===== src/htfd_pkg.sv =====
// Shared types, constants and the CRC-8 byte update for the sensor frame decoder.
// No dependencies; imported by every module of the block.
package htfd_pkg;

    // CRC-8, polynomial x^8+x^5+x^4+1, MSB first, no final XOR
    localparam logic [7:0] CRC_POLY = 8'h31;
    localparam logic [7:0] CRC_INIT = 8'hFF;

    // Conversion constants
    localparam logic [14:0]        TEMP_SCALE  = 15'd17500;
    localparam logic signed [15:0] TEMP_OFFSET = 16'sd4500;
    localparam logic [13:0]        HUMI_SCALE  = 14'd10000;

    // Output ranges
    localparam logic signed [14:0] TEMP_MIN = -15'sd4500;
    localparam logic signed [14:0] TEMP_MAX = 15'sd12999;
    localparam logic [13:0]        HUMI_MAX = 14'd9999;

    // Position of a byte within the six-byte reply
    typedef enum logic [2:0] {
        POS_T_HI  = 3'd0,
        POS_T_LO  = 3'd1,
        POS_T_CRC = 3'd2,
        POS_H_HI  = 3'd3,
        POS_H_LO  = 3'd4,
        POS_H_CRC = 3'd5
    } frame_pos_t;

    // What the frame tracker reports about the byte it is looking at
    typedef struct packed {
        logic        last_byte;  // byte closes a frame and yields a result
        logic        temp_ok;
        logic        humi_ok;
        logic [15:0] raw_temp;
        logic [15:0] raw_humi;
    } frame_res_t;

    function automatic logic [7:0] crc_feed(input logic [7:0] crc, input logic [7:0] b);
        logic [7:0] c;
        c = crc ^ b;
        for (int k = 0; k < 8; k++)
        begin
            if (c[7])
            begin
                c = {c[6:0], 1'b0} ^ CRC_POLY;
            end
            else
            begin
                c = {c[6:0], 1'b0};
            end
        end
        return c;
    endfunction

endpackage


===== src/htfd_frame.sv =====
// Frame tracker: byte position, running CRC and word assembly for the six-byte reply.
// Depends on htfd_pkg.
module htfd_frame
    import htfd_pkg::*;
(
    input  logic       clk,
    input  logic       rst_n,
    input  logic       advance,
    input  logic [7:0] data_byte,
    input  logic       frame_start,
    output frame_res_t res
);

    frame_pos_t  pos_reg, pos_next, pos_eff;
    logic [7:0]  crc_reg, crc_next, crc_seed;
    logic [15:0] word_reg, word_next;
    logic [15:0] raw_temp_reg, raw_temp_next;
    logic        temp_flag_reg, temp_flag_next;

    // Restart on a start mark or an out-of-range position
    always_comb
    begin
        if (frame_start || (pos_reg > POS_H_CRC))
        begin
            pos_eff = POS_T_HI;
        end
        else
        begin
            pos_eff = pos_reg;
        end
    end

    assign crc_seed = ((pos_eff == POS_T_HI) || (pos_eff == POS_H_HI)) ? CRC_INIT : crc_reg;

    // Next state
    always_comb
    begin
        pos_next       = pos_reg;
        crc_next       = crc_reg;
        word_next      = word_reg;
        raw_temp_next  = raw_temp_reg;
        temp_flag_next = temp_flag_reg;
        unique case (pos_eff)
            POS_T_HI, POS_H_HI:
            begin
                crc_next  = crc_feed(crc_seed, data_byte);
                word_next = {data_byte, 8'h00};
                pos_next  = frame_pos_t'(pos_eff + 3'd1);
            end
            POS_T_LO, POS_H_LO:
            begin
                crc_next  = crc_feed(crc_seed, data_byte);
                word_next = {word_reg[15:8], data_byte};
                pos_next  = frame_pos_t'(pos_eff + 3'd1);
            end
            POS_T_CRC:
            begin
                temp_flag_next = (crc_reg == data_byte);
                raw_temp_next  = word_reg;
                crc_next       = CRC_INIT;
                pos_next       = POS_H_HI;
            end
            POS_H_CRC:
            begin
                crc_next = CRC_INIT;
                pos_next = POS_T_HI;
            end
            default:
            begin
                pos_next = POS_T_HI;
                crc_next = CRC_INIT;
            end
        endcase
    end

    // Outputs
    always_comb
    begin
        res.last_byte = (pos_eff == POS_H_CRC);
        res.temp_ok   = temp_flag_reg;
        res.humi_ok   = (crc_reg == data_byte);
        res.raw_temp  = raw_temp_reg;
        res.raw_humi  = word_reg;
    end

    always_ff @(posedge clk or negedge rst_n)
    begin
        if (!rst_n)
        begin
            pos_reg       <= POS_T_HI;
            crc_reg       <= CRC_INIT;
            word_reg      <= '0;
            raw_temp_reg  <= '0;
            temp_flag_reg <= 1'b0;
        end
        else if (advance)
        begin
            pos_reg       <= pos_next;
            crc_reg       <= crc_next;
            word_reg      <= word_next;
            raw_temp_reg  <= raw_temp_next;
            temp_flag_reg <= temp_flag_next;
        end
    end

endmodule


===== src/humidity_temp_frame_decoder_core.sv =====
// Top level of the sensor reply frame decoder: input register, frame tracker, conversion
// and result register. Depends on htfd_pkg and htfd_frame.
//
// Feed the six-byte measurement reply one byte per transaction: temperature high, low,
// check byte, humidity high, low, check byte. Each word is checked with CRC-8 (0x31,
// seed 0xFF, MSB first). The sixth byte yields one result transaction carrying temperature
// in centi-degrees C ((17500*raw)>>16)-4500, humidity in centi-percent (10000*raw)>>16,
// both check flags and an updated flag. Values refresh only when both checks pass;
// otherwise the last good values are repeated (zero before the first good frame). Raise
// frame_start with a byte to restart the frame there; a partial frame is dropped silently.
// The block takes one byte every clock cycle unless in_stall holds it; a sixth byte that is
// taken sits in the input register, then the result register loads from it, and the result
// is presented on the result ports from that register.
// Back-pressure on the result side stalls the input only when a result is waiting and
// the held byte would yield another one.
module humidity_temp_frame_decoder_core
    import htfd_pkg::*;
(
    input  logic               clk,
    input  logic               rst_n,
    // input channel
    input  logic               in_valid,
    output logic               in_stall,
    input  logic [7:0]         data_byte,
    input  logic               frame_start,
    // result channel
    output logic               out_valid,
    input  logic               out_stall,
    output logic signed [14:0] temperature,
    output logic [13:0]        humidity,
    output logic               temp_crc_ok,
    output logic               humi_crc_ok,
    output logic               updated
);

    // Input register
    logic       in_valid_reg, in_valid_next;
    logic [7:0] byte_reg;
    logic       start_reg;

    // Result register and last good values
    logic               out_valid_reg, out_valid_next;
    logic signed [14:0] temp_out_reg;
    logic [13:0]        humi_out_reg;
    logic               temp_ok_reg, humi_ok_reg, updated_reg;
    logic signed [14:0] last_temp_reg, last_temp_next;
    logic [13:0]        last_humi_reg, last_humi_next;

    frame_res_t         res;
    logic               out_ready, proc_go, take, emit, both_ok;
    logic [30:0]        temp_prod;
    logic [29:0]        humi_prod;
    logic signed [15:0] temp_wide;
    logic signed [14:0] temp_conv;
    logic [13:0]        humi_conv;

    // Result register is free when empty or being drained this cycle
    assign out_ready = !out_valid_reg || !out_stall;
    // Advance the held byte unless it closes a frame and the result register is busy
    assign proc_go   = in_valid_reg && (!res.last_byte || out_ready);
    assign emit      = proc_go && res.last_byte;
    assign in_stall  = in_valid_reg && !proc_go;
    assign take      = in_valid && !in_stall;

    htfd_frame u_frame
    (
        .clk         (clk),
        .rst_n       (rst_n),
        .advance     (proc_go),
        .data_byte   (byte_reg),
        .frame_start (start_reg),
        .res         (res)
    );

    // Scale the raw words; one constant multiply each
    assign temp_prod = {16'b0, TEMP_SCALE} * {15'b0, res.raw_temp};
    assign humi_prod = {16'b0, HUMI_SCALE} * {14'b0, res.raw_humi};
    assign temp_wide = $signed({1'b0, temp_prod[30:16]}) - TEMP_OFFSET;
    assign temp_conv = temp_wide[14:0];
    assign humi_conv = humi_prod[29:16];
    assign both_ok   = res.temp_ok && res.humi_ok;

    // Refresh the last good values only on a fully checked frame
    always_comb
    begin
        last_temp_next = last_temp_reg;
        last_humi_next = last_humi_reg;
        if (emit && both_ok)
        begin
            last_temp_next = temp_conv;
            last_humi_next = humi_conv;
        end
    end

    always_comb
    begin
        in_valid_next = in_valid_reg;
        if (take)
        begin
            in_valid_next = 1'b1;
        end
        else if (proc_go)
        begin
            in_valid_next = 1'b0;
        end
    end

    always_comb
    begin
        out_valid_next = out_valid_reg;
        if (emit)
        begin
            out_valid_next = 1'b1;
        end
        else if (!out_stall)
        begin
            out_valid_next = 1'b0;
        end
    end

    always_ff @(posedge clk or negedge rst_n)
    begin
        if (!rst_n)
        begin
            in_valid_reg  <= 1'b0;
            out_valid_reg <= 1'b0;
            last_temp_reg <= '0;
            last_humi_reg <= '0;
        end
        else
        begin
            in_valid_reg  <= in_valid_next;
            out_valid_reg <= out_valid_next;
            last_temp_reg <= last_temp_next;
            last_humi_reg <= last_humi_next;
        end
    end

    // Payload registers: load on acceptance, hold otherwise
    always_ff @(posedge clk)
    begin
        if (take)
        begin
            byte_reg  <= data_byte;
            start_reg <= frame_start;
        end
        if (emit)
        begin
            temp_out_reg <= last_temp_next;
            humi_out_reg <= last_humi_next;
            temp_ok_reg  <= res.temp_ok;
            humi_ok_reg  <= res.humi_ok;
            updated_reg  <= both_ok;
        end
    end

    assign out_valid   = out_valid_reg;
    assign temperature = temp_out_reg;
    assign humidity    = humi_out_reg;
    assign temp_crc_ok = temp_ok_reg;
    assign humi_crc_ok = humi_ok_reg;
    assign updated     = updated_reg;

endmodule


===== config.mk =====
export PLATFORM = sky130hd
export DESIGN_NAME = humidity_temp_frame_decoder_core
export DESIGN_NICKNAME = d
export VERILOG_FILES = /design/src/htfd_pkg.sv /design/src/htfd_frame.sv /design/src/humidity_temp_frame_decoder_core.sv
export SDC_FILE = /design/constraint.sdc
export NUM_CORES = 1
export LEC_CHECK = 0
export BUFFER_PORTS_ARGS = -buffer_cell sky130_fd_sc_hd__buf_2
export CORE_MARGIN = 3
export CORE_UTILIZATION = 26
export CTS_BUF_LIST = sky130_fd_sc_hd__clkbuf_8
export DETAILED_ROUTE_END_ITERATION = 8
export SETUP_SLACK_MARGIN = 0.2
export SLEW_MARGIN = 20
export SYNTH_ARGS = -nofsm -noshare
export SYNTH_HDL_FRONTEND = slang
export SYNTH_SLANG_ARGS = --single-unit

===== constraint.sdc =====
create_clock -name clk -period 6.6 [get_ports clk]
set_input_delay 0.99 -clock clk [delete_from_list [all_inputs] [get_ports clk]]
set_output_delay 0.99 -clock clk [all_outputs]
set_load 0.005 [all_outputs]

==> reports/results.txt, run 1 <==
TNS Setup: 0 ns
Setup violations, final: 0
I/O pin count: 47
Area of the die: 42000 um2
Area Growth Syn to Fin: 11.6%
Yosys reg bits: 116
CTS root buf: clkbuf_8
Status: completed
Slew HR: 35.2%
Measured slew at the worst slew-check pin: 0.969 ns
Top-area cell type share of the netlist area: 20.5%
Worst setup SP type: flop
Clk Latency, worst-skew pair: 0.45 ns
Num Clock Sinks: 116
Crit-path most repeated cell: ha_1
Critical path's largest stage delay: 0.55 ns
Met1 usage: 13.9%
Vias in the first global route: 7135
Worst reg2reg setup slack: 0.54 ns
Yosys cell types: 64
GRT busiest layer: met2
Vias: 6825
Clock Skew: 0.0185 ns
GPL Wtd Cong: 0.869
Crit Reg-Reg Endpoint: temperature[14]$_DFFE_PP_
Layout cells sized above 1: 12.1%
Clock Path Buffers: 2
GR Overflow Total: 0
RSZ-0062 raised after global routing: true
Yosys Warn Count: 0
Hold Fails Final Rpt: 0
Top cells by area, synth: ha_1 21%, dfrtp_1 16%, fa_1 15%
First-pass GRT wire length: 34800 um
CORE AREA: 38900 um2
Crit Path Max Fanout: 6
EDFF count, synth: 41
Wirelength per Cell: 12.7 um
Final period util: 91.8%
ANT nets after route: 0
Crit. End Element: flop
Max cap viols: 0
Number of vias per cell: 4.33
Clock transition at the registers of the reported paths: 0.08 ns
Slowest CP cell: fa_1
CTS tree: done
DRC Markers: 0
Syn nets: 1263
DR pass1 iterations: 5
Slew Viols, Final: 0
Total Wirelength: 20000 um
Initial DRC count: 330
Fmax: 165 MHz
Hold WC Path Type: in2async
Critical path arrival: 6.24 ns
WHS: 0.379 ns
Pin count of the biggest net entering global routing: 64
Final Net Count: 1305
Total Routing Usage GR: 10.2%
Area leader, netlist: ha_1
Dpl hpwl: 15900 um
Die Wd: 205 um
Period minus WS final: 6.06 ns
Row Count: 72
Met2 Use GR: 16.7%
Inserted Diodes: 0
Worst Path Required: 6.79 ns
CP Cell Sequence: ha_1, fa_1, ha_1, inv_1, fa_1, fa_1, inv_1, ha_1, a21o_1, and2_1, a31o_1, nor4_1, nor3_4, inv_1, ha_1, nor2b_1, mux2i_1, a2111oi_4, a2111oi_0, nor2_1, a211oi_1, o21ai_1
Met3 Use GR: 2.07%
FF-to-FF Start: u_frame.raw_temp_reg[7]$_DFFE_PN0P_
I/O Buffers: 46
Syn_area_per_cell: 10.3 um2
Top FF cell, synth: dfrtp_1
Initial core utilization: 26.4%
Cell count of the worst reg-to-reg path: 22
Post-synth ARST share: 64.7%
Initial antenna violation count: 1
Cell count after synthesis: 1003
Cts bufs inserted: 17
Mapped Area: 10300 um2
Die height: 205 um
Clock H-tree levels: 4
Sequential share of the synthesized area: 30.3%
Setup bufs post-CTS: 0
Crit path kind: reg2reg
-- worst max-delay path by stage --
stage | from | cells after the start | to | slack, ns
detailed placement | u_frame.raw_temp_reg[4]$_DFFE_PN0P_ | 20 | temperature[14]$_DFFE_PP_ | 0.41
CTS | u_frame.raw_temp_reg[4]$_DFFE_PN0P_ | 22 | temperature[14]$_DFFE_PP_ | 0.36
global placement | u_frame.raw_temp_reg[4]$_DFFE_PN0P_ | 22 | temperature[14]$_DFFE_PP_ | 0.51
floorplan | u_frame.raw_temp_reg[7]$_DFFE_PN0P_ | 22 | temperature[14]$_DFFE_PP_ | 0.96
global route | u_frame.raw_temp_reg[11]$_DFFE_PN0P_ | 23 | temperature[14]$_DFFE_PP_ | 0.17
finish | u_frame.raw_temp_reg[7]$_DFFE_PN0P_ | 22 | temperature[14]$_DFFE_PP_ | 0.54
-- synthesized netlist by cell type (all sizes together), types with 3 or more instances --
master / count
nor2: 31
nand2: 84
nand4: 3
a21o: 18
dfrtp: 67
nor2b: 4
a31oi: 3
buf: 9
clkbuf: 17
edfxtp: 41
o211ai: 3
o21bai: 3
xor2: 22
o31ai: 7
nor3: 3
and4: 6
a31o: 3
and3: 9
nand3: 5
a211oi: 6
a221o: 4
dfstp: 8
a211o: 3
and2: 8
a21oi: 33
ha: 169
o21ai: 60
a221oi: 5
or3: 4
xnor2: 36
inv: 202
mux2i: 3
or2: 3
mux2: 14
fa: 78
o21a: 5
a311o: 3
-- layout by cell type (no fill, tap or decap), drive strengths merged, types with 6 or more instances in the layout --
master | synthesis | final
o31ai | 7 | 7
clkbuf | 17 | 17
and4 | 6 | 6
mux2 | 14 | 14
buf | 9 | 49
a21o | 18 | 18
fa | 78 | 78
a21oi | 33 | 33
a211oi | 6 | 6
xnor2 | 36 | 36
inv | 202 | 204
clkinv | 0 | 8
edfxtp | 41 | 41
o21ai | 60 | 60
dfstp | 8 | 8
nand2 | 84 | 84
dfrtp | 67 | 67
and3 | 9 | 9
xor2 | 22 | 22
ha | 169 | 169
nor2 | 31 | 31
and2 | 8 | 8
-- routing by layer --
layer	share of wire (%)	routed length [um]
met3	3.3	659
met2	47	9490
met1	48	9630
met5	0	0
met4	1.2	231
-- timing repair --
item	CTS	global route
endpoints found under the hold margin	0	0
endpoints found under the setup margin	0	8
hold buffers	0	0
gates resized for setup	0	15
-- cell families (layout without fill, tap and decap cells) --
family / Yosys count / in the layout / share of synthesized area, %
multiplexers: 17 / 17 / 1.82
adder cells (fa/ha/maj): 247 / 247 / 35.7
buffers and inverters: 228 / 283 / 8.49
AND/OR/NAND/NOR: 168 / 168 / 7.66
AO/OA/AOI/OAI: 169 / 169 / 11.1
XOR/XNOR: 58 / 58 / 4.94
flip-flops: 116 / 116 / 30.3
-- metrics by stage --
stage / cell area, um2 / setup slack (ns) / cells / utilization, %
2_1_floorplan: 10300 / 0.958 / 1003 / -
3_3_place_gp: 11100 / 0.511 / 1544 / 28.5
3_5_place_dp: 11100 / 0.405 / 1544 / 28.5
4_1_cts: 11500 / 0.359 / 1576 / 29.4
5_1_grt: 11500 / 0.171 / 1576 / 29.5
6_report: 11500 / 0.544 / 1576 / 29.5
-- critical path: cells and delay by family, from the launching register on --
kind / cells / cell delay [ns]
fa+ha+maj: 7 / 2.59
compound gates: 6 / 1.37
simple gates: 5 / 0.85
flops: 1 / 0.48
mux: 1 / 0.32
buf+inv: 3 / 0.18
-- final cells by class --
cell class	count	area [um2]
Fill cell	4084	27400
Multi-Input combinational cell	659	6330
Sequential cell	116	3130
Inverter	202	758
Tap cell	518	648
Timing Repair Buffer	49	255
Clock buffer	17	234
Clock inverter	15	133
Power of run 1 is left out: the tool's default activity adds up to more than one toggle a clock period on the data nets, which glitch-free logic cannot reach.
==> run 2: changes to the inputs <==
--- a/config.mk
+++ b/config.mk
@@ -5,6 +5,7 @@
 export SDC_FILE = /design/constraint.sdc
 export NUM_CORES = 1
 export LEC_CHECK = 0
+export ABC_AREA = 1
 export BUFFER_PORTS_ARGS = -buffer_cell sky130_fd_sc_hd__buf_2
 export CORE_MARGIN = 3
 export CORE_UTILIZATION = 26
==> run 2 against run 1 <==
Routed wire length grew 25%. Sequential share of layout area shrank 2.1 points. Synthesized area grew 8.3%. Non-clock buffer count grew 1. Synthesized cell count grew 35%. Count of clock-buffer cells in the layout is the same. Flip-flop and latch count is the same. First-iteration DRC count grew 14%. Critical path depth grew 5. Fmax grew 15%. Register-to-register slack gained 0.79 ns. Design area grew 8.0%.
==> reports/results.txt, run 2 <==
Yosys cell types: 43 (-33%)
Critical path's largest stage delay: 0.53 ns (-0.02 ns)
RSZ-0062 raised after global routing: false
First-pass GRT wire length: 42600 um (+23%)
Worst setup SP type: flop
Vias in the first global route: 8744 (+23%)
Total placed cells including tap cells: 1934 (+25%)
Syn_area_per_cell: 8.21 um2 (-20%)
Clock H-tree levels: 4 (unchanged)
FF-to-FF Start: u_frame.raw_temp_reg[11]$_DFFE_PN0P_
Worst reg2reg setup slack: 1.33 ns (+0.79 ns)
Crit-path most repeated cell: nand2_1
Total Routing Usage GR: 11.8% (+1.5 points)
Top FF cell, synth: dfrtp_1
Period minus WS final: 5.27 ns (-0.789 ns)
CTS tree: done
Cell count after synthesis: 1358 (+35%)
Crit path kind: reg2reg
Fmax: 190 MHz (+15%)
GR Overflow Total: 0 (unchanged)
Post-CTS sizing: 0 (unchanged)
Post-synth ARST share: 64.7% (unchanged)
Final Net Count: 1674 (+28%)
Pin count of the biggest net entering global routing: 50 (-22%)
ANT nets after route: 0 (unchanged)
Syn nets: 1618 (+28%)
Layout cells sized above 1: 7.85% (-4.2 points)
Worst Path Required: 6.83 ns (+0.04 ns)
Yosys reg bits: 116 (unchanged)
Die Wd: 213 um (+3.9%)
Clk Latency, worst-skew pair: 0.48 ns (+0.03 ns)
Vias: 8515 (+25%)
Top-area cell type share of the netlist area: 19.0% (-1.6 points)
EDFF count, synth: 41 (unchanged)
Final period util: 79.8% (-12 points)
Total Wirelength: 25100 um (+25%)
Hold_buf cts: 0 (unchanged)
Setup bufs post-CTS: 0 (unchanged)
I/O Buffers: 46 (unchanged)
Yosys Warn Count: 0 (unchanged)
Most common cell after layout, fill and taps aside: inv_1
Sequential share of the synthesized area: 28.0% (-2.3 points)
Cts bufs inserted: 17 (unchanged)
Hold WC Path Type: in2async
Num Clock Sinks: 116 (unchanged)
Area of the die: 45400 um2 (+8.0%)
Most frequent cells after synthesis: 315 x inv_1, 315 x nand2_1, 169 x ha_1
Slew Viols, Final: 0 (unchanged)
Max cap viols: 0 (unchanged)
Area Growth Syn to Fin: 11.4%
Initial core utilization: 26.4% (about the same)
Cell count of the worst reg-to-reg path: 27 (+23%)
Most frequent cells in the layout: 317 x inv_1, 315 x nand2_1, 169 x ha_1
Crit. End Element: flop
DR pass1 iterations: 8 (+3)
Die height: 213 um (+3.9%)
CP startpoint: u_frame.raw_temp_reg[11]$_DFFE_PN0P_
Crit Path Max Fanout: 7 (+1)
Hold Fails Final Rpt: 0 (unchanged)
CTS root buf: clkbuf_8
Slowest CP cell: fa_1
GPL Wtd Cong: 0.873 (+0.53%)
Wirelength per Cell: 12.8 um (+0.56%)
Critical path arrival: 5.50 ns (-0.74 ns)
DRC Markers: 0 (unchanged)
Slew HR: 54.2% (+19 points)
Initial antenna violation count: 0 (-1)
Clock Path Buffers: 2 (unchanged)
Number of vias per cell: 4.33 (about the same)
Area leader, netlist: ha_1
Measured slew at the worst slew-check pin: 0.686 ns (-0.282 ns)
Fin cells: 1966 (+25%)
CORE AREA: 42100 um2 (+8.3%)
I/O pin count: 47 (unchanged)
TNS Setup: 0 ns (unchanged)
Inserted Diodes: 0 (unchanged)
Initial DRC count: 376 (+14%)
Mapped Area: 11100 um2 (+8.3%)
Row Count: 75 (+4.2%)
Top cells by area, synth: ha_1 19%, dfrtp_1 15%, fa_1 14%
Status: completed
Clock transition at the registers of the reported paths: 0.08 ns (about the same)
Dpl hpwl: 21000 um (+32%)
Setup violations, final: 0 (unchanged)
Clock Skew: 0.0197 ns (+0.00125 ns)
[run 2: kinds of logic (layout without fill, tap and decap cells)]
family	after synthesis	after routing	share of synthesized area, %
XOR/XNOR	24	24	2.02
AND/OR/NAND/NOR	489	489	18.3
flip-flops	116	116	28.0
adder cells (fa/ha/maj)	247	247	33.0
AO/OA/AOI/OAI	148	148	7.33
buffers and inverters	334	403	11.4
[run 2: routing by layer]
| layer | global-route usage, % | up-vias | share of wire, % |
|---|---|---|---|
| li1 | - | 4364 | - |
| met1 | 14.8 | 3992 | 46 |
| met2 | 20.9 | 129 | 49 |
| met3 | 2.06 | 30 | 3.0 |
| met4 | 3.12 | 0 | 1.5 |
| met5 | 0 | - | 0 |
[run 2: path summary, 6_finish.rpt]
| check | end |
|---|---|
| worst max-delay path | temperature[12]$_DFFE_PP_ |
| worst min-delay path | last_humi_reg[9]$_DFF_PN0_ |
| worst max register to register | temperature[12]$_DFFE_PP_ |
| worst min register to register | last_temp_reg[1]$_DFF_PN0_ |
| max in group asynchronous | last_humi_reg[0]$_DFF_PN0_ |
| min in group clk | last_temp_reg[1]$_DFF_PN0_ |
[run 2: critical path: cells and delay by family, from the launching register on]
family | cells | cell delay (ns)
flops | 1 | 0.49
buf+inv | 6 | 0.32
simple gates | 14 | 1.59
fa+ha+maj | 7 | 2.63
[run 2: area by class of cell]
type,count,area [um2]
clock buffer,17,234
clock inverter,15,143
fill,4474,29700
inverter,321,1210
multi-input combinational,908,6770
sequential,116,3120
tap,539,674
timing repair buffer,50,263
[run 2: stage by stage]
stage               cell area [um2]  setup WS, ns  hold WS [ns]  util, %
floorplan                     11100          1.75         0.441        -
global placement              12000          1.41         0.459     28.5
detailed placement            12000          1.36         0.467     28.5
CTS                           12400          1.35         0.419     29.4
global route                  12400         0.809         0.448     29.5
finish                        12400          1.33         0.437     29.5
Power of run 2 is left out for the same reason.
